File: src/hdl/vpmc_pkg.sv
// Package for the vehicle power mode controller: widths, codes, state,
// configuration and result types, and the pin-level table. No dependencies.
`default_nettype none

package vpmc_pkg;

  localparam int MODULE_BITS = 32;
  localparam int TIME_WIDTH  = 32;

  localparam int CFG_ADDR_W = 3;
  localparam int CFG_DATA_W = 32;
  localparam int IN_DATA_W  = 40;
  localparam int IN_USER_W  = 2;
  localparam int OUT_DATA_W = 56;

  // register indexes of the configuration port
  localparam logic [CFG_ADDR_W-1:0] REG_WAKE_MIN   = 3'd0;
  localparam logic [CFG_ADDR_W-1:0] REG_SDP_TIME   = 3'd1;
  localparam logic [CFG_ADDR_W-1:0] REG_FORCE_TIME = 3'd2;
  localparam logic [CFG_ADDR_W-1:0] REG_STEP_PER   = 3'd3;
  localparam logic [CFG_ADDR_W-1:0] REG_SYNC_PER   = 3'd4;
  localparam logic [CFG_ADDR_W-1:0] REG_REQ_MASK   = 3'd5;

  localparam logic [15:0] DEF_STEP_PER = 16'd50;
  localparam logic [7:0]  DEF_SYNC_PER = 8'd10;

  // voltage classes (6 and 7 are stored but count as unknown)
  localparam logic [2:0] VC_UNKNOWN  = 3'd0;
  localparam logic [2:0] VC_SHUT_LOW = 3'd1;
  localparam logic [2:0] VC_WAKE_OK  = 3'd3;
  localparam logic [2:0] VC_WORK_OK  = 3'd4;
  localparam logic [2:0] VC_OVER     = 3'd5;

  typedef enum logic [1:0] {
    CMD_STEP  = 2'd0,
    CMD_FORCE = 2'd1,
    CMD_VOLT  = 2'd2,
    CMD_READY = 2'd3
  } cmd_t;

  typedef enum logic [1:0] {
    MODE_SLEEP  = 2'd0,
    MODE_WAKEUP = 2'd1,
    MODE_WORK   = 2'd2,
    MODE_SDPREP = 2'd3
  } mode_t;

  typedef enum logic [3:0] {
    RS_INIT       = 4'd0,
    RS_KL30_LOST  = 4'd1,
    RS_KL15_ON    = 4'd2,
    RS_KL15_OFF   = 4'd3,
    RS_UNDER      = 4'd4,
    RS_OVER       = 4'd5,
    RS_WAKE_VALID = 4'd6,
    RS_WORK_VALID = 4'd7,
    RS_READY      = 4'd8,
    RS_TIMEOUT    = 4'd9,
    RS_FORCED     = 4'd10,
    RS_INVALID    = 4'd11
  } reason_t;

  typedef enum logic [1:0] {
    SYNC_NONE     = 2'd0,
    SYNC_CHANGE   = 2'd1,
    SYNC_PERIODIC = 2'd2
  } sync_t;

  typedef struct packed {
    logic        ready_req;
    logic [31:0] unit_sel;
    logic [2:0]  voltage_class;
    logic [1:0]  target_state;
    logic        kl15_on;
    logic        batt_present;
  } item_t;

  typedef struct packed {
    logic [31:0]            wake_min;
    logic [31:0]            sdp_time;
    logic [31:0]            force_time;
    logic [15:0]            step_per;
    logic [7:0]             sync_per;
    logic [MODULE_BITS-1:0] req_mask;
  } cfg_t;

  typedef struct packed {
    mode_t                  mode;
    reason_t                reason;
    logic [2:0]             vclass;
    logic [MODULE_BITS-1:0] ready;
    logic [TIME_WIDTH-1:0]  tis;
    logic [7:0]             sync_cnt;
  } state_t;

  // packed lowest field last, so it lands in the lowest bits of tdata
  typedef struct packed {
    logic        supply_low;
    logic        supply_high;
    logic [31:0] pending_mask;
    logic        sleep_ok;
    sync_t       sync_kind;
    logic        state_changed;
    logic [4:0]  pin_levels;
    reason_t     transition_reason;
    mode_t       power_state;
  } res_t;

  function automatic logic [4:0] pin_table(mode_t m);
    logic [4:0] p;
    unique case (m)
      MODE_WAKEUP: p = 5'h1A;
      MODE_WORK:   p = 5'h1B;
      default:     p = 5'h0C;
    endcase
    return p;
  endfunction

endpackage

`default_nettype wire

File: src/hdl/vpmc_step.sv
// Next-state and result logic for one item of the power mode controller.
// Purely combinational; uses vpmc_pkg.
`default_nettype none

module vpmc_step (
  input  vpmc_pkg::cmd_t   cmd,
  input  vpmc_pkg::item_t  item,
  input  vpmc_pkg::state_t cur,
  input  vpmc_pkg::cfg_t   cfg,
  output vpmc_pkg::state_t nxt,
  output vpmc_pkg::res_t   res
);

  localparam int TW = vpmc_pkg::TIME_WIDTH;

  logic [15:0]    per;
  logic [7:0]     sp;
  logic [TW:0]    t_sum;
  logic [TW-1:0]  t_sat;
  logic [31:0]    t32;
  logic           want;
  vpmc_pkg::mode_t   tgt;
  vpmc_pkg::reason_t rsn;
  logic           changed;
  logic           wake_ok;
  logic           covered;
  logic [7:0]     cnt_inc;
  logic [vpmc_pkg::MODULE_BITS-1:0] mmask;

  always_comb begin
    per     = (cfg.step_per == '0) ? vpmc_pkg::DEF_STEP_PER : cfg.step_per;
    sp      = (cfg.sync_per == '0) ? vpmc_pkg::DEF_SYNC_PER : cfg.sync_per;
    t_sum   = {1'b0, cur.tis} + (TW+1)'(per);
    t_sat   = t_sum[TW] ? {TW{1'b1}} : t_sum[TW-1:0];
    t32     = 32'(t_sat);
    wake_ok = (cur.vclass == vpmc_pkg::VC_WAKE_OK) || (cur.vclass == vpmc_pkg::VC_WORK_OK);
    covered = (cur.ready & cfg.req_mask) == cfg.req_mask;
    mmask   = item.unit_sel[vpmc_pkg::MODULE_BITS-1:0];

    // transition request for this item
    want = 1'b0;
    tgt  = cur.mode;
    rsn  = cur.reason;
    unique case (cmd)
      vpmc_pkg::CMD_STEP: begin
        want = 1'b1;
        if (!item.batt_present) begin
          tgt = vpmc_pkg::MODE_SDPREP; rsn = vpmc_pkg::RS_KL30_LOST;
        end else if (cur.vclass == vpmc_pkg::VC_SHUT_LOW) begin
          tgt = vpmc_pkg::MODE_SDPREP; rsn = vpmc_pkg::RS_UNDER;
        end else if (cur.vclass == vpmc_pkg::VC_OVER) begin
          tgt = vpmc_pkg::MODE_SDPREP; rsn = vpmc_pkg::RS_OVER;
        end else begin
          want = 1'b0;
          unique case (cur.mode)
            vpmc_pkg::MODE_SLEEP: begin
              if (item.kl15_on && wake_ok) begin
                want = 1'b1; tgt = vpmc_pkg::MODE_WAKEUP; rsn = vpmc_pkg::RS_KL15_ON;
              end
            end
            vpmc_pkg::MODE_WAKEUP: begin
              if (!item.kl15_on) begin
                want = 1'b1; tgt = vpmc_pkg::MODE_SDPREP; rsn = vpmc_pkg::RS_KL15_OFF;
              end else if (t32 >= cfg.wake_min && cur.vclass == vpmc_pkg::VC_WORK_OK) begin
                want = 1'b1; tgt = vpmc_pkg::MODE_WORK; rsn = vpmc_pkg::RS_WORK_VALID;
              end
            end
            vpmc_pkg::MODE_WORK: begin
              if (!item.kl15_on) begin
                want = 1'b1; tgt = vpmc_pkg::MODE_SDPREP; rsn = vpmc_pkg::RS_KL15_OFF;
              end else if (!wake_ok) begin
                want = 1'b1; tgt = vpmc_pkg::MODE_SDPREP; rsn = vpmc_pkg::RS_UNDER;
              end
            end
            vpmc_pkg::MODE_SDPREP: begin
              if (item.kl15_on && wake_ok) begin
                want = 1'b1; tgt = vpmc_pkg::MODE_WAKEUP; rsn = vpmc_pkg::RS_WAKE_VALID;
              end else if (t32 >= cfg.sdp_time && covered) begin
                want = 1'b1; tgt = vpmc_pkg::MODE_SLEEP; rsn = vpmc_pkg::RS_READY;
              end else if (t32 >= cfg.force_time) begin
                want = 1'b1; tgt = vpmc_pkg::MODE_SLEEP; rsn = vpmc_pkg::RS_TIMEOUT;
              end
            end
            default: want = 1'b0;
          endcase
        end
      end
      vpmc_pkg::CMD_FORCE: begin
        want = 1'b1;
        tgt  = vpmc_pkg::mode_t'(item.target_state);
        rsn  = vpmc_pkg::RS_FORCED;
      end
      default: want = 1'b0;
    endcase
    changed = want && (tgt != cur.mode);

    nxt = cur;
    unique case (cmd)
      vpmc_pkg::CMD_STEP:  nxt.tis = t_sat;
      vpmc_pkg::CMD_VOLT:  nxt.vclass = item.voltage_class;
      vpmc_pkg::CMD_READY: nxt.ready = item.ready_req ? (cur.ready | mmask)
                                                      : (cur.ready & ~mmask);
      default: nxt.tis = cur.tis;
    endcase
    if (changed) begin
      nxt.mode     = tgt;
      nxt.reason   = rsn;
      nxt.tis      = '0;
      nxt.sync_cnt = '0;
      if (tgt == vpmc_pkg::MODE_SDPREP) nxt.ready = '0;
    end

    res.sync_kind = changed ? vpmc_pkg::SYNC_CHANGE : vpmc_pkg::SYNC_NONE;
    cnt_inc = nxt.sync_cnt + 8'd1;
    if (cmd == vpmc_pkg::CMD_STEP) begin
      if (cnt_inc >= sp) begin
        nxt.sync_cnt = '0;
        if (!changed) res.sync_kind = vpmc_pkg::SYNC_PERIODIC;
      end else begin
        nxt.sync_cnt = cnt_inc;
      end
    end

    res.power_state       = nxt.mode;
    res.transition_reason = nxt.reason;
    res.pin_levels        = vpmc_pkg::pin_table(nxt.mode);
    res.state_changed     = changed;
    res.sleep_ok          = (nxt.ready & cfg.req_mask) == cfg.req_mask;
    res.pending_mask      = 32'(cfg.req_mask & ~nxt.ready);
    res.supply_high       = nxt.vclass == vpmc_pkg::VC_OVER;
    res.supply_low        = nxt.vclass == vpmc_pkg::VC_SHUT_LOW;
  end

endmodule

`default_nettype wire

File: src/hdl/vehicle_power_mode_controller_top.sv
// Top level of the vehicle power mode controller: configuration registers,
// mode state, output register with skid stage. Uses vpmc_pkg and vpmc_step.
//
// Usage:
//   Input beats (in_*) carry one item each: in_tuser is the command (step,
//   force, voltage class update, ready-bit update), in_tdata the fields.
//   Every accepted beat produces exactly one result beat on out_*.
//   Configuration is written through cfg_wdata, one register per cycle; the user
//   must write only while no item is in flight (the block does not enforce it).
// Result path and throughput:
//   The mode rules act on the state registers, which are updated in the same
//   cycle the beat is accepted; the result is registered in the output register
//   or the skid stage. One beat per clock is sustained while out_tready is high.
// Stalls:
//   An output register plus a one-entry skid stage decouple the sides: a new
//   beat is taken while a result waits; in_tready drops only once both hold
//   results.
// Reset (rst_n low, synchronous):
//   mode sleep, reason init, voltage unknown, ready bits, time and sync count
//   cleared, configuration back to its defaults, no result pending.
`default_nettype none

module vehicle_power_mode_controller_top (
  input  wire                              clk,
  input  wire                              rst_n,
  input  wire                              in_tvalid,
  output logic                             in_tready,
  // batt_present, kl15_on, target_state[1:0], voltage_class[2:0],
  // unit_sel[31:0], ready_req
  input  wire  [vpmc_pkg::IN_DATA_W-1:0]   in_tdata,
  // command[1:0]
  input  wire  [vpmc_pkg::IN_USER_W-1:0]   in_tuser,
  output logic                             out_tvalid,
  input  wire                              out_tready,
  // power_state[1:0], transition_reason[3:0], pin_levels[4:0], state_changed,
  // sync_kind[1:0], sleep_ok, pending_mask[31:0], supply_high,
  // supply_low, zero fill
  output logic [vpmc_pkg::OUT_DATA_W-1:0]  out_tdata,
  input  wire                              cfg_we,
  input  wire  [vpmc_pkg::CFG_ADDR_W-1:0]  cfg_addr,
  input  wire  [vpmc_pkg::CFG_DATA_W-1:0]  cfg_wdata
);

  localparam int RES_W = $bits(vpmc_pkg::res_t);

  vpmc_pkg::cfg_t   cfg_r, cfg_nxt;
  vpmc_pkg::state_t st_r, st_nxt, st_step;
  vpmc_pkg::res_t   res_step;
  vpmc_pkg::res_t   out_r, out_nxt, skid_r, skid_nxt;
  logic             out_valid_r, out_valid_nxt, skid_valid_r, skid_valid_nxt;
  logic             acc, take;

  assign in_tready  = !skid_valid_r;
  assign acc        = in_tvalid && in_tready;
  assign take       = out_valid_r && out_tready;
  assign out_tvalid = out_valid_r;
  assign out_tdata  = {(vpmc_pkg::OUT_DATA_W - RES_W)'(0), out_r};

  vpmc_step u_step (
    .cmd  (vpmc_pkg::cmd_t'(in_tuser)),
    .item (vpmc_pkg::item_t'(in_tdata)),
    .cur  (st_r),
    .cfg  (cfg_r),
    .nxt  (st_step),
    .res  (res_step)
  );

  // configuration decode
  always_comb begin
    cfg_nxt = cfg_r;
    if (cfg_we) begin
      unique case (cfg_addr)
        vpmc_pkg::REG_WAKE_MIN:   cfg_nxt.wake_min   = cfg_wdata;
        vpmc_pkg::REG_SDP_TIME:   cfg_nxt.sdp_time   = cfg_wdata;
        vpmc_pkg::REG_FORCE_TIME: cfg_nxt.force_time = cfg_wdata;
        vpmc_pkg::REG_STEP_PER:   cfg_nxt.step_per   = cfg_wdata[15:0];
        vpmc_pkg::REG_SYNC_PER:   cfg_nxt.sync_per   = cfg_wdata[7:0];
        vpmc_pkg::REG_REQ_MASK:
          cfg_nxt.req_mask = cfg_wdata[vpmc_pkg::MODULE_BITS-1:0];
        default: cfg_nxt = cfg_r;  // unmapped index, write ignored
      endcase
    end
  end

  // state advances only on an accepted beat
  assign st_nxt = acc ? st_step : st_r;

  // output register and skid stage
  always_comb begin
    out_nxt        = out_r;
    skid_nxt       = skid_r;
    out_valid_nxt  = out_valid_r;
    skid_valid_nxt = skid_valid_r;
    if (take) begin
      if (skid_valid_r) begin
        out_nxt        = skid_r;
        skid_valid_nxt = 1'b0;
      end else begin
        out_valid_nxt = 1'b0;
      end
    end
    if (acc) begin
      if (!out_valid_r || take) begin
        out_nxt       = res_step;
        out_valid_nxt = 1'b1;
      end else begin
        skid_nxt       = res_step;
        skid_valid_nxt = 1'b1;
      end
    end
  end

  always_ff @(posedge clk) begin
    if (!rst_n) begin
      cfg_r.wake_min   <= 32'd500;
      cfg_r.sdp_time   <= 32'd2000;
      cfg_r.force_time <= 32'd10000;
      cfg_r.step_per   <= vpmc_pkg::DEF_STEP_PER;
      cfg_r.sync_per   <= vpmc_pkg::DEF_SYNC_PER;
      cfg_r.req_mask   <= '0;
      st_r.mode        <= vpmc_pkg::MODE_SLEEP;
      st_r.reason      <= vpmc_pkg::RS_INIT;
      st_r.vclass      <= vpmc_pkg::VC_UNKNOWN;
      st_r.ready       <= '0;
      st_r.tis         <= '0;
      st_r.sync_cnt    <= '0;
      out_valid_r      <= 1'b0;
      skid_valid_r     <= 1'b0;
    end else begin
      cfg_r        <= cfg_nxt;
      st_r         <= st_nxt;
      out_valid_r  <= out_valid_nxt;
      skid_valid_r <= skid_valid_nxt;
    end
  end

  // result payload, no reset
  always_ff @(posedge clk) begin
    out_r  <= out_nxt;
    skid_r <= skid_nxt;
  end

endmodule

`default_nettype wire

File: config.mk
export PLATFORM = sky130hd
export DESIGN_NAME = vehicle_power_mode_controller_top
export DESIGN_NICKNAME = d
export VERILOG_FILES = /design/src/hdl/vpmc_pkg.sv /design/src/hdl/vpmc_step.sv /design/src/hdl/vehicle_power_mode_controller_top.sv
export SDC_FILE = /design/constraint.sdc
export NUM_CORES = 1
export LEC_CHECK = 0
export BUFFER_PORTS_ARGS = -buffer_cell sky130_fd_sc_hd__buf_4
export CAP_MARGIN = 20
export CORE_ASPECT_RATIO = 0.7
export CORE_UTILIZATION = 45
export CTS_CLUSTER_SIZE = 40
export DETAILED_ROUTE_END_ITERATION = 8
export PLACE_DENSITY = 0.71
export REMOVE_ABC_BUFFERS = 1
export SLEW_MARGIN = 15
export SYNTH_ARGS = -nofsm -noshare
export SYNTH_HDL_FRONTEND = slang
export SYNTH_SLANG_ARGS = --single-unit
File: constraint.sdc
create_clock -name clk -period 11.01 [get_ports clk]
set_input_delay 2.202 -clock clk [delete_from_list [all_inputs] [get_ports clk]]
set_output_delay 2.202 -clock clk [all_outputs]
set_load 0.005 [all_outputs]
## Word level (Yosys, flattened, before mapping)

Index checks and enable logic that the tools add are counted.

| operators by class | value |
|---|---|
| $add $sub $neg | 2 |
| $lt $le $gt $ge | 4 |
| eq/ne operators | 23 |
| mux-type cells | 67 |
| bitwise operators | 8 |
| reductions and logical operators | 24 |

Operators by type and width:

| cell | number |
|---|---|
| 49-bit two-way mux | 4 |
| 32-bit two-way mux | 5 |
| 32-bit AND | 4 |
| 32-bit greater-or-equal comparator | 3 |
| 72-bit two-way mux | 1 |
| 32-bit equality test | 2 |
| 32-bit NOT | 2 |
| 4-bit two-way mux | 11 |
| 32-bit by 16-bit adder with 33-bit output | 1 |
| 32-bit OR | 1 |
| 2-bit two-way mux | 14 |
| 8-bit two-way mux | 3 |
| 1-bit two-way mux | 19 |
| 16-bit logical NOT | 1 |
| 16-bit two-way mux | 1 |
| 4-bit one-hot mux with 4 select lines | 1 |
| 2-bit AND reduction | 8 |
| 3-bit equality test, second input constant | 5 |
| 2-bit equality test, second input constant | 6 |
| 5-bit one-hot mux with 2 select lines | 1 |
| 3-bit by 1-bit equality test with 1-bit output, second input constant | 3 |
| 3-bit by 2-bit equality test with 1-bit output, second input constant | 3 |
| 8-bit by 1-bit adder with 8-bit output, second input constant | 1 |
| 8-bit greater-or-equal comparator | 1 |
| other kinds (17) | 27 |

| word-level totals | value |
|---|---|
| register bits after elaboration | 333 |
| input bits | 82 |
| output and inout port bits | 58 |
| logic and storage cells | 160 |

## Depth between registers and ports, before layout

Gate-level depths: netlist (run 1).

| depth | value |
|---|---|
| depth in word-level cells | 22 |
| mapped depth | 41 |
| mapped depth without buffers | 39 |

## Hierarchy

Synthesis (run 1) repeated with hierarchy kept, for this count alone.

| second synthesis, totals | value |
|---|---|
| cell total of the unflattened synthesis | 2425 |
| area total of the unflattened synthesis | 19039.5 um^2 |

By module, submodules not included:

| module | times used | cells an instance | area an instance (um^2) | seq. area each (um^2) |
|---|---|---|---|---|
| vehicle_power_mode_controller_top | 1 | 1342 | 12185.4 | 7156.9 |
| vpmc_step | 1 | 1083 | 6854.1 | 0.0 |

## Worst setup path after synthesis (run 1)

Ideal clock, no wire load.

| timing | value |
|---|---|
| path type | register -> register |
| start | register cfg_r[50] (netlist name) |
| end | register st_r[2] (netlist name) |
| setup time | 0.114 ns |
| arrival time | 7.788 ns |
| required time | 10.896 ns |
| slack | 3.107 ns |
| stages on the path, launching flop included | 41 |
| buffers on the path | 3 |
| period minus slack after synthesis | 7.903 ns |
| cells stage by stage | dfxtp_1 nor4_1 nand4_1 nand2b_1 inv_1 fa_1 nor2b_1 o21ai_1 a21boi_0 o21a_1 o21ai_1 nand2_1 a311oi_1 or4_1 clkbuf_1 clkbuf_1 nand2_1 ha_1 (+5 left out) a311oi_2 nor4_2 nor3_2 o21a_2 inv_2 buf_1 nor2_1 ha_1 ha_1 a21o_1 a21o_1 a21o_1 a21o_1 a21oi_1 o21ai_1 nor2_1 a21oi_1 a2111oi_0 |

RTL lines:

| item | RTL line | RTL |
|---|---|---|
| start: declaration | vehicle_power_mode_controller_top.sv:46 | `vpmc_pkg::cfg_t cfg_r, cfg_nxt;` |
| start signal: assignment | vehicle_power_mode_controller_top.sv:130 | `cfg_r <= cfg_nxt;` |
| end signal: assignment | vehicle_power_mode_controller_top.sv:131 | `st_r <= st_nxt;` |
| end: declaration | vehicle_power_mode_controller_top.sv:47 | `vpmc_pkg::state_t st_r, st_nxt, st_step;` |

## Worst setup path in the final report (run 1)

| timing | value |
|---|---|
| start | register cfg_r[50] (netlist name) |
| end | register st_r[2] (netlist name) |

| on the way | value |
|---|---|
| longest elaborated chain between the ends | 20 |
| elaborated cells on any way between the ends | 36 |
| those cells by class | add/sub: 2; order compare: 4; eq/ne: 1; mux: 25; reduce/logical: 4 |

Ends and longest elaborated chain:

| item | RTL line | RTL |
|---|---|---|
| 16-bit logical NOT | vpmc_step.sv:31 | `per = (cfg.step_per == '0) ? vpmc_pkg::DEF_STEP_PER : cfg.step_per;` |
| 16-bit two-way mux * | vpmc_step.sv:31 |  |
| 32-bit by 16-bit adder with 33-bit output * | vpmc_step.sv:33 | `t_sum = {1'b0, cur.tis} + (TW+1)'(per);` |
| 32-bit two-way mux * | vpmc_step.sv:34 | `t_sat = t_sum[TW] ? {TW{1'b1}} : t_sum[TW-1:0];` |
| 32-bit greater-or-equal comparator, on equally long branches | vpmc_step.sv:80, vpmc_step.sv:64, vpmc_step.sv:78 |  |
| 2-bit two-way mux (tied with other cells) | vpmc_step.sv:80 | `end else if (t32 >= cfg.force_time) begin` |
| 2-bit two-way mux, on equally long branches | vpmc_step.sv:78, vpmc_step.sv:64 |  |
| 2-bit two-way mux, on equally long branches | vpmc_step.sv:76, vpmc_step.sv:62 |  |
| (+4 left out) | n/a |  |
| 2-bit one-hot mux with 2 select lines | vpmc_step.sv:44 | `unique case (cmd)` |
| 2-bit inequality test | vpmc_step.sv:95 | `changed = want && (tgt != cur.mode);` |
| 1-bit logical AND * | vpmc_step.sv:95 |  |
| 72-bit two-way mux * | vpmc_step.sv:105 | `if (changed) begin` |
| 8-bit by 1-bit adder with 8-bit output | vpmc_step.sv:114 | `cnt_inc = nxt.sync_cnt + 8'd1;` |
| 8-bit greater-or-equal comparator | vpmc_step.sv:116 | `if (cnt_inc >= sp) begin` |
| 8-bit two-way mux | vpmc_step.sv:116 |  |
| 8-bit two-way mux * | vpmc_step.sv:115 | `if (cmd == vpmc_pkg::CMD_STEP) begin` |

Mark *: on every way between the ends. The rest lies on a longest branch, timed or not.
A chain may end at the register's enable or synchronous reset.

==> results of run 1 <==
[logic make-up after synthesis]
kind of cell               count (synthesis)  synth area share
buffers and inverters                    307            0.0685
other                                      1          0.000212
AOI/OAI and AO/OA                        613             0.214
muxes                                     36            0.0206
adders and majority gates                123            0.0874
xor gates and xnor gates                  24            0.0119
DFF                                      330             0.399
and+or+nand+nor                          805             0.198
[power by group through the flow]
stage	clock network [mW]	logic, mW	registers (mW)
2_1_floorplan	0	0.194	1.33
3_3_place_gp	0	0.361	1.33
3_5_place_dp	0	0.371	1.33
4_1_cts	1.21	0.373	1.31
5_1_grt	1.26	0.413	1.31
6_report	1.19	0.378	1.31
[per-stage QoR]
stage	instances	power, mW
finish	2843	2.88
floorplan	2096	1.52
global placement	2778	1.69
global route	2842	2.98
CTS	2841	2.89
detailed placement	2779	1.70
[registers in the layout (all words and copies together) (netlist names)]
signal	count
cfg_r	152
skid_valid_r	1
skid_r	46
out_tdata	49
out_tvalid	1
st_r	81
[path summary, 6_finish.rpt]
path,startpoint,end,slack (ns),depth (start not counted)
min reg2reg,cfg_r[73],cfg_r[73],0.45,2
max,cfg_r[50],st_r[2],0.72,38
max reg2reg,cfg_r[50],st_r[2],0.72,38
min,cfg_r[73],cfg_r[73],0.45,2
[worst min-delay path, stage by stage (launching register included)]
cell,delay [ns]
dfxtp_1,0.31
nand2_1,0.05
a21oi_1,0.05
[area by class of cell]
type | instances | share of cell area
Clock inverter | 9 | 0.00361
Clock buffer | 53 | 0.0525
Multi-Input combinational cell | 1608 | 0.471
Antenna cell | 1 | 0.000124
Sequential cell | 330 | 0.351
Inverter | 158 | 0.0296
Timing Repair Buffer | 157 | 0.0592
Tap cell | 527 | 0.0328
[cell usage in the layout (no fill, tap or decap), drive strengths merged, types with 7 or more instances in the layout]
cell type    n
nor2        94
nor2b        9
clkbuf      53
conb         7
nor4        18
nor3        20
nand3       60
xor2        11
nand4       21
a211oi      12
ha         122
buf        157
o21a        39
and2        12
o211ai      26
o22ai       11
and3        17
nand2      506
clkinv       8
or3         11
a31oi       45
inv        157
a221oi      10
mux2i       33
xnor2       13
o21ai      107
nand2b      14
a21oi      261
a32o        19
edfxtp      46
dfxtp      284
a21o        33
[layer usage]
metal | share of wire | global-route usage
met5 | 0 | 0
met4 | 0.018 | 0.0602
met3 | 0.086 | 0.0436
met2 | 0.42 | 0.398
met1 | 0.47 | 0.407
==> summary.md, run 1 <==
| Metric | Value |
|---|---|
| Status | `finished, final reports clean` |
| Deepest clock path buffer count | `3` |
| Yosys top cell by area | `dfxtp_1` |
| Internal Pwr Total | `between 2 and 2.5 mW` |
| Final net count | `2495` |
| DRT Pass-1 Iters | `6` |
| Hold Crit Class | `flip-flop to flip-flop` |
| CP top delay family | `compound AO/OA/AOI/OAI gates` |
| Detail Placement HPWL | `38200 µm` |
| CTS tree | `yes` |
| Post-cts resize count | `0` |
| Leak | `8.24 nW` |
| First-pass GRT wire length | `85800 µm` |
| Routed Wire Length | `54600 µm` |
| Finished Core Util | `0.521` |
| Most common flop cell mapped by yosys | `dfxtp_1` |
| Antenna violations before repair | `1` |
| Vias | `16600` |
| CP required | `11.44 ns` |
| Total track usage | `0.270` |
| Fmax | `0.0971 GHz` |
| Min Tclk post-route | `10.29 ns` |
| Dpl ws | `1.01 ns` |
| Area grow syn2layout | `13.7%` |
| Multi-input logic area | `between 9000 and 10000 µm²` |
| Avg Synthesized Cell Area | `~7.9 µm²` |
| Area occupied by registers | `between 7000 and 8000 µm²` |
| Synth Warn # | `0` |
| Final Cell Area | `20100 µm²` |
| Initial core utilization | `0.459` |
| Final Hold Slack | `0.453 ns` |
| Iter 0 DRT Violations | `~1800` |
| Number of top-level pins | `140` |
| Final worst-path cycle share | `0.935` |
| DIE AREA | `~40000 µm²` |
| Total grt overflow | `0` |
| Top cell by count, worst path | `o21ai_1` |
| Setup TNS | `0 ns` |
| Share of power burned in combinational logic | `0.131` |
| Top-count cell post-synth | `nand2_1` |
| Critical Path Fanout Max | `28` |
| Post-Syn Area | `about 18000 µm²` |
| Final worst slack | `approximately 0.72 ns` |
| Setup-failing EPs final | `0` |
| Clock slew at reported path FFs | `0.06 ns` |
| Worst-margin pin slew | `1.08 ns` |
| Critical path type | `flip-flop to flip-flop` |
| Number of max-slew violations in the final report | `0` |
| Most frequent cells after synthesis | `506 x nand2_1, 284 x dfxtp_1, 261 x a21oi_1` |
| CP startpoint kind | `flip-flop` |
| Max transition margin | `0.274` |
| Max-cap violation count | `0` |
| Routed vias/inst | `5.82` |
| # hold bufs at CTS | `0` |
| Synthesized flop and latch total | `330` |
| CTS Buf Count | `35` |
| Die height | `168 µm` |
| Clock sinks | `330` |
| Residual DRC | `0` |
| Netlist cell types | `80` |
| Clock power share | `0.414` |
| GPL Wtd Cong | `about 0.96` |
| Unrepaired setup endpoints after global routing | `no` |
| Top post-synthesis cells by area | `dfxtp_1 32%, nand2_1 11%, ha_1 8.6%, edfxtp_1 7.8%, a21oi_1 7.4%` |
| Crit-path slowest cell | `nor4_2` |
| EDFF count, synth | `46` |
| Max incr delay on CP | `slightly below 0.9 ns` |
| PortBufs | `132` |
| Pwr/cell area | `143 nW/µm²` |
| Worst Setup End Kind | `flip-flop` |
| Vias in the first global route | `about 15000` |
| H-Tree Depth | `2` |
| Core ar. | `38600 µm²` |
| Clock Latency Late Sink | `0.54 ns` |
| Sw frac | `0.268` |
| Worst EP arrival | `between 10 and 15 ns` |
| Cells after synthesis | `2239` |
| Wire length per cell | `19.2 µm` |
| ANT nets after route | `0` |
| Peak supply drop | `0.0912 mV` |
| Final Skew | `0.0212 ns` |
| Total setup buffers inserted after CTS | `0` |
| Fill count | `3686` |
| Register area share after synthesis | `0.399` |
| Die width | `239 µm` |
| Post-synth top area share | `0.321` |
| CP Buf/Inv Count | `3` |
| Root buf cell | `clkbuf_16` |
| Share of cells above drive strength 1 | `0.106` |
| Cell Area, Placed | `between 15000 and 20000 µm²` |
| Sw Pwr | `around 0.77 mW` |
| # rows | `60` |
| Seq pwr share | `0.454` |
| Final Hold Fails | `0` |
| Post-synth ARST share | `0` |
| Largest net degree at the start of global routing | `93` |
Power figures use the tool's default switching activity.
==> inputs of run 2 (changes only) <==
CELL_PAD_IN_SITES_DETAIL_PLACEMENT = 2   (was unset)
CELL_PAD_IN_SITES_GLOBAL_PLACEMENT = 2   (was unset)
CORE_UTILIZATION = 36   (was 45)
PLACE_DENSITY = 0.88   (was 0.71)
==> run 2 against run 1 <==
  * Final area up 1.1%
  * Worst setup slack got worse by 0.024 ns
  * Worst hold slack improved by 0.0024 ns
  * Register-to-register slack got worse by 0.02 ns
  * Via count grew 4.1%
  * Fmax down 0.23%
  * Clock skew up 0.0028 ns
  * Non-clock buffer count is 1 higher
  * Combinational power rose by 10%
  * Critical path type unchanged
==> summary.md, run 2 (same netlist as run 1, synthesis figures left out) <==
| Metric | Value |
|---|---|
| CP startpoint kind | `flip-flop` |
| Most common cell after layout, fill and taps aside | `nand2_1` |
| Clock sinks | `330 (unchanged)` |
| DRT Pass-1 Iters | `5 (-1)` |
| Worst EP arrival | `10.74 ns (+0.02 ns)` |
| Share of cells above drive strength 1 | `0.109 (+0.00240)` |
| Area grow syn2layout | `14.9%` |
| Unrepaired setup endpoints after global routing | `no` |
| Final Cell Area | `20300 µm² (+1.1%)` |
| Pwr/cell area | `147 nW/µm² (+2.6%)` |
| Status | `finished, final reports clean` |
| Clock slew at reported path FFs | `0.06 ns (about the same)` |
| Total Power | `2.98 mW (+3.6%)` |
| Fmax | `0.0969 GHz (-0.23%)` |
| Most frequent cells in the layout | `504 x nand2_1, 284 x dfxtp_1, 261 x a21oi_1` |
| Die height | `187 µm (+12%)` |
| Hold Crit Class | `flip-flop to flip-flop` |
| Routed Wire Length | `73400 µm (+35%)` |
| Final Hold Slack | `0.456 ns (+0.00239 ns)` |
| Total grt overflow | `0 (unchanged)` |
| Max transition margin | `0.244 (-0.0307)` |
| Initial core utilization | `0.367 (-0.0915)` |
| Wire length per cell | `24.7 µm (+29%)` |
| Peak supply drop | `0.0788 mV (-14%)` |
| Max incr delay on CP | `0.84 ns (-0.03 ns)` |
| Critical Path Source | `cfg_r[50]` |
| Number of max-slew violations in the final report | `0 (unchanged)` |
| PortBufs | `132 (unchanged)` |
| Antenna violations before repair | `1 (unchanged)` |
| Multi-input logic area | `9490 µm² (+0.16%)` |
| Largest Register | `cfg_r` |
| Worst hold path startpoint | `cfg_r[100]` |
| Deepest clock path buffer count | `3 (unchanged)` |
| Post-cts resize count | `0 (unchanged)` |
| Max-cap violation count | `0 (unchanged)` |
| ANT nets after route | `0 (unchanged)` |
| Die width | `267 µm (+12%)` |
| # rows | `67 (+12%)` |
| Min Tclk post-route | `10.32 ns (+0.0236 ns)` |
| Root buf cell | `clkbuf_16` |
| Cell Area, Placed | `19100 µm² (+0.92%)` |
| Iter 0 DRT Violations | `1117 (-37%)` |
| Residual DRC | `0 (unchanged)` |
| Critical path type | `flip-flop to flip-flop` |
| Vias in the first global route | `18900 (+23%)` |
| Area occupied by registers | `7070 µm² (unchanged)` |
| Detail Placement HPWL | `50600 µm (+32%)` |
| Final net count | `2497 (+0.080%)` |
| CTS tree | `yes` |
| Leak | `8.26 nW (+0.26%)` |
| Final worst-path cycle share | `0.937 (+0.00214)` |
| DIE AREA | `50100 µm² (+25%)` |
| Clock Latency Late Sink | `0.55 ns (about the same)` |
| CP required | `11.43 ns (about the same)` |
| Largest net degree at the start of global routing | `94 (+1.1%)` |
| Number of top-level pins | `140 (unchanged)` |
| Reg-to-Reg Start | `cfg_r[50]` |
| # hold bufs at CTS | `0 (unchanged)` |
| Final Skew | `0.0240 ns (+0.00282 ns)` |
| Worst-margin pin slew | `1.13 ns (+0.0544 ns)` |
| Crit-path slowest cell | `or4_1` |
| Number of flip-flops under the largest register name | `152 (unchanged)` |
| First-pass GRT wire length | `114000 µm (+33%)` |
| Core ar. | `48200 µm² (+25%)` |
| CTS Buf Count | `36 (+2.9%)` |
| Total setup buffers inserted after CTS | `0 (unchanged)` |
| GPL Wtd Cong | `0.898 (-6.7%)` |
| Top cell by count, worst path | `a21o_1` |
| Vias | `17200 (+4.1%)` |
| Setup-failing EPs final | `0 (unchanged)` |
| Setup TNS | `0 ns (unchanged)` |
| Worst Setup End Kind | `flip-flop` |
| Final Hold Fails | `0 (unchanged)` |
| H-Tree Depth | `2 (unchanged)` |
| Critical Path Fanout Max | `28 (unchanged)` |
| Routed vias/inst | `5.79 (-0.52%)` |
| Fill count | `5445 (+48%)` |
| Total track usage | `0.293 (+0.0236)` |
-- run 2: cell types whose count changed in the layout (fill, tap and decap cells not counted), sizes merged --
cell	before	now
clkinvlp	1	0
clkinv	8	5
inv	157	159
buf	157	158
clkbuf	53	58
-- run 2: where the power goes --
part / internal, mW / switching [mW] / total (mW)
Clock: 0.712 / 0.542 / 1.25
Combinational: 0.146 / 0.269 / 0.416
Sequential: 1.27 / 0.0389 / 1.31
-- run 2: final timing paths --
kind,cells past startpoint,slack (ns),end
min reg2reg,2,0.46,cfg_r[100]
min,2,0.46,cfg_r[100]
max,38,0.69,st_r[2]
max reg2reg,38,0.69,st_r[2]
-- run 2: worst max-delay path, delay by kind of cell (launching register included) --
kind / cells / cell delay [ns]
flip-flops: 1 / 0.33
AND/OR/NAND/NOR: 9 / 3.07
buffers and inverters: 3 / 0.48
adder cells (fa/ha/maj): 4 / 1.27
AO/OA/AOI/OAI: 22 / 5.03
-- run 2: cell type report --
| type | count | share of cell area |
|---|---|---|
| Antenna cell | 1 | 0.000123 |
| Clock buffer | 58 | 0.0543 |
| Clock inverter | 7 | 0.00332 |
| Inverter | 158 | 0.0294 |
| Multi-Input combinational cell | 1608 | 0.467 |
| Sequential cell | 330 | 0.348 |
| Tap cell | 655 | 0.0403 |
| Timing Repair Buffer | 158 | 0.0582 |
-- run 2: layer usage --
layer | vias to the layer above | global-route usage | share of wire | wire (µm)
met2 | 432 | 0.484 | 0.47 | 34400
li1 | 7831 | - | - | -
met4 | 0 | 0.0853 | 0.027 | 2020
met1 | 8839 | 0.393 | 0.46 | 33500
met5 | - | 0 | 0 | 0
met3 | 136 | 0.0469 | 0.048 | 3520
-- run 2: per-stage QoR --
stage / worst slack (ns) / util / std cells
6_report: 0.692 / 0.422 / 2975
4_1_cts: 0.604 / 0.421 / 2973
3_3_place_gp: 1.22 / 0.397 / 2908
3_5_place_dp: 0.876 / 0.397 / 2908
5_1_grt: 0.0741 / 0.422 / 2975
2_1_floorplan: -0.856 / - / 2096
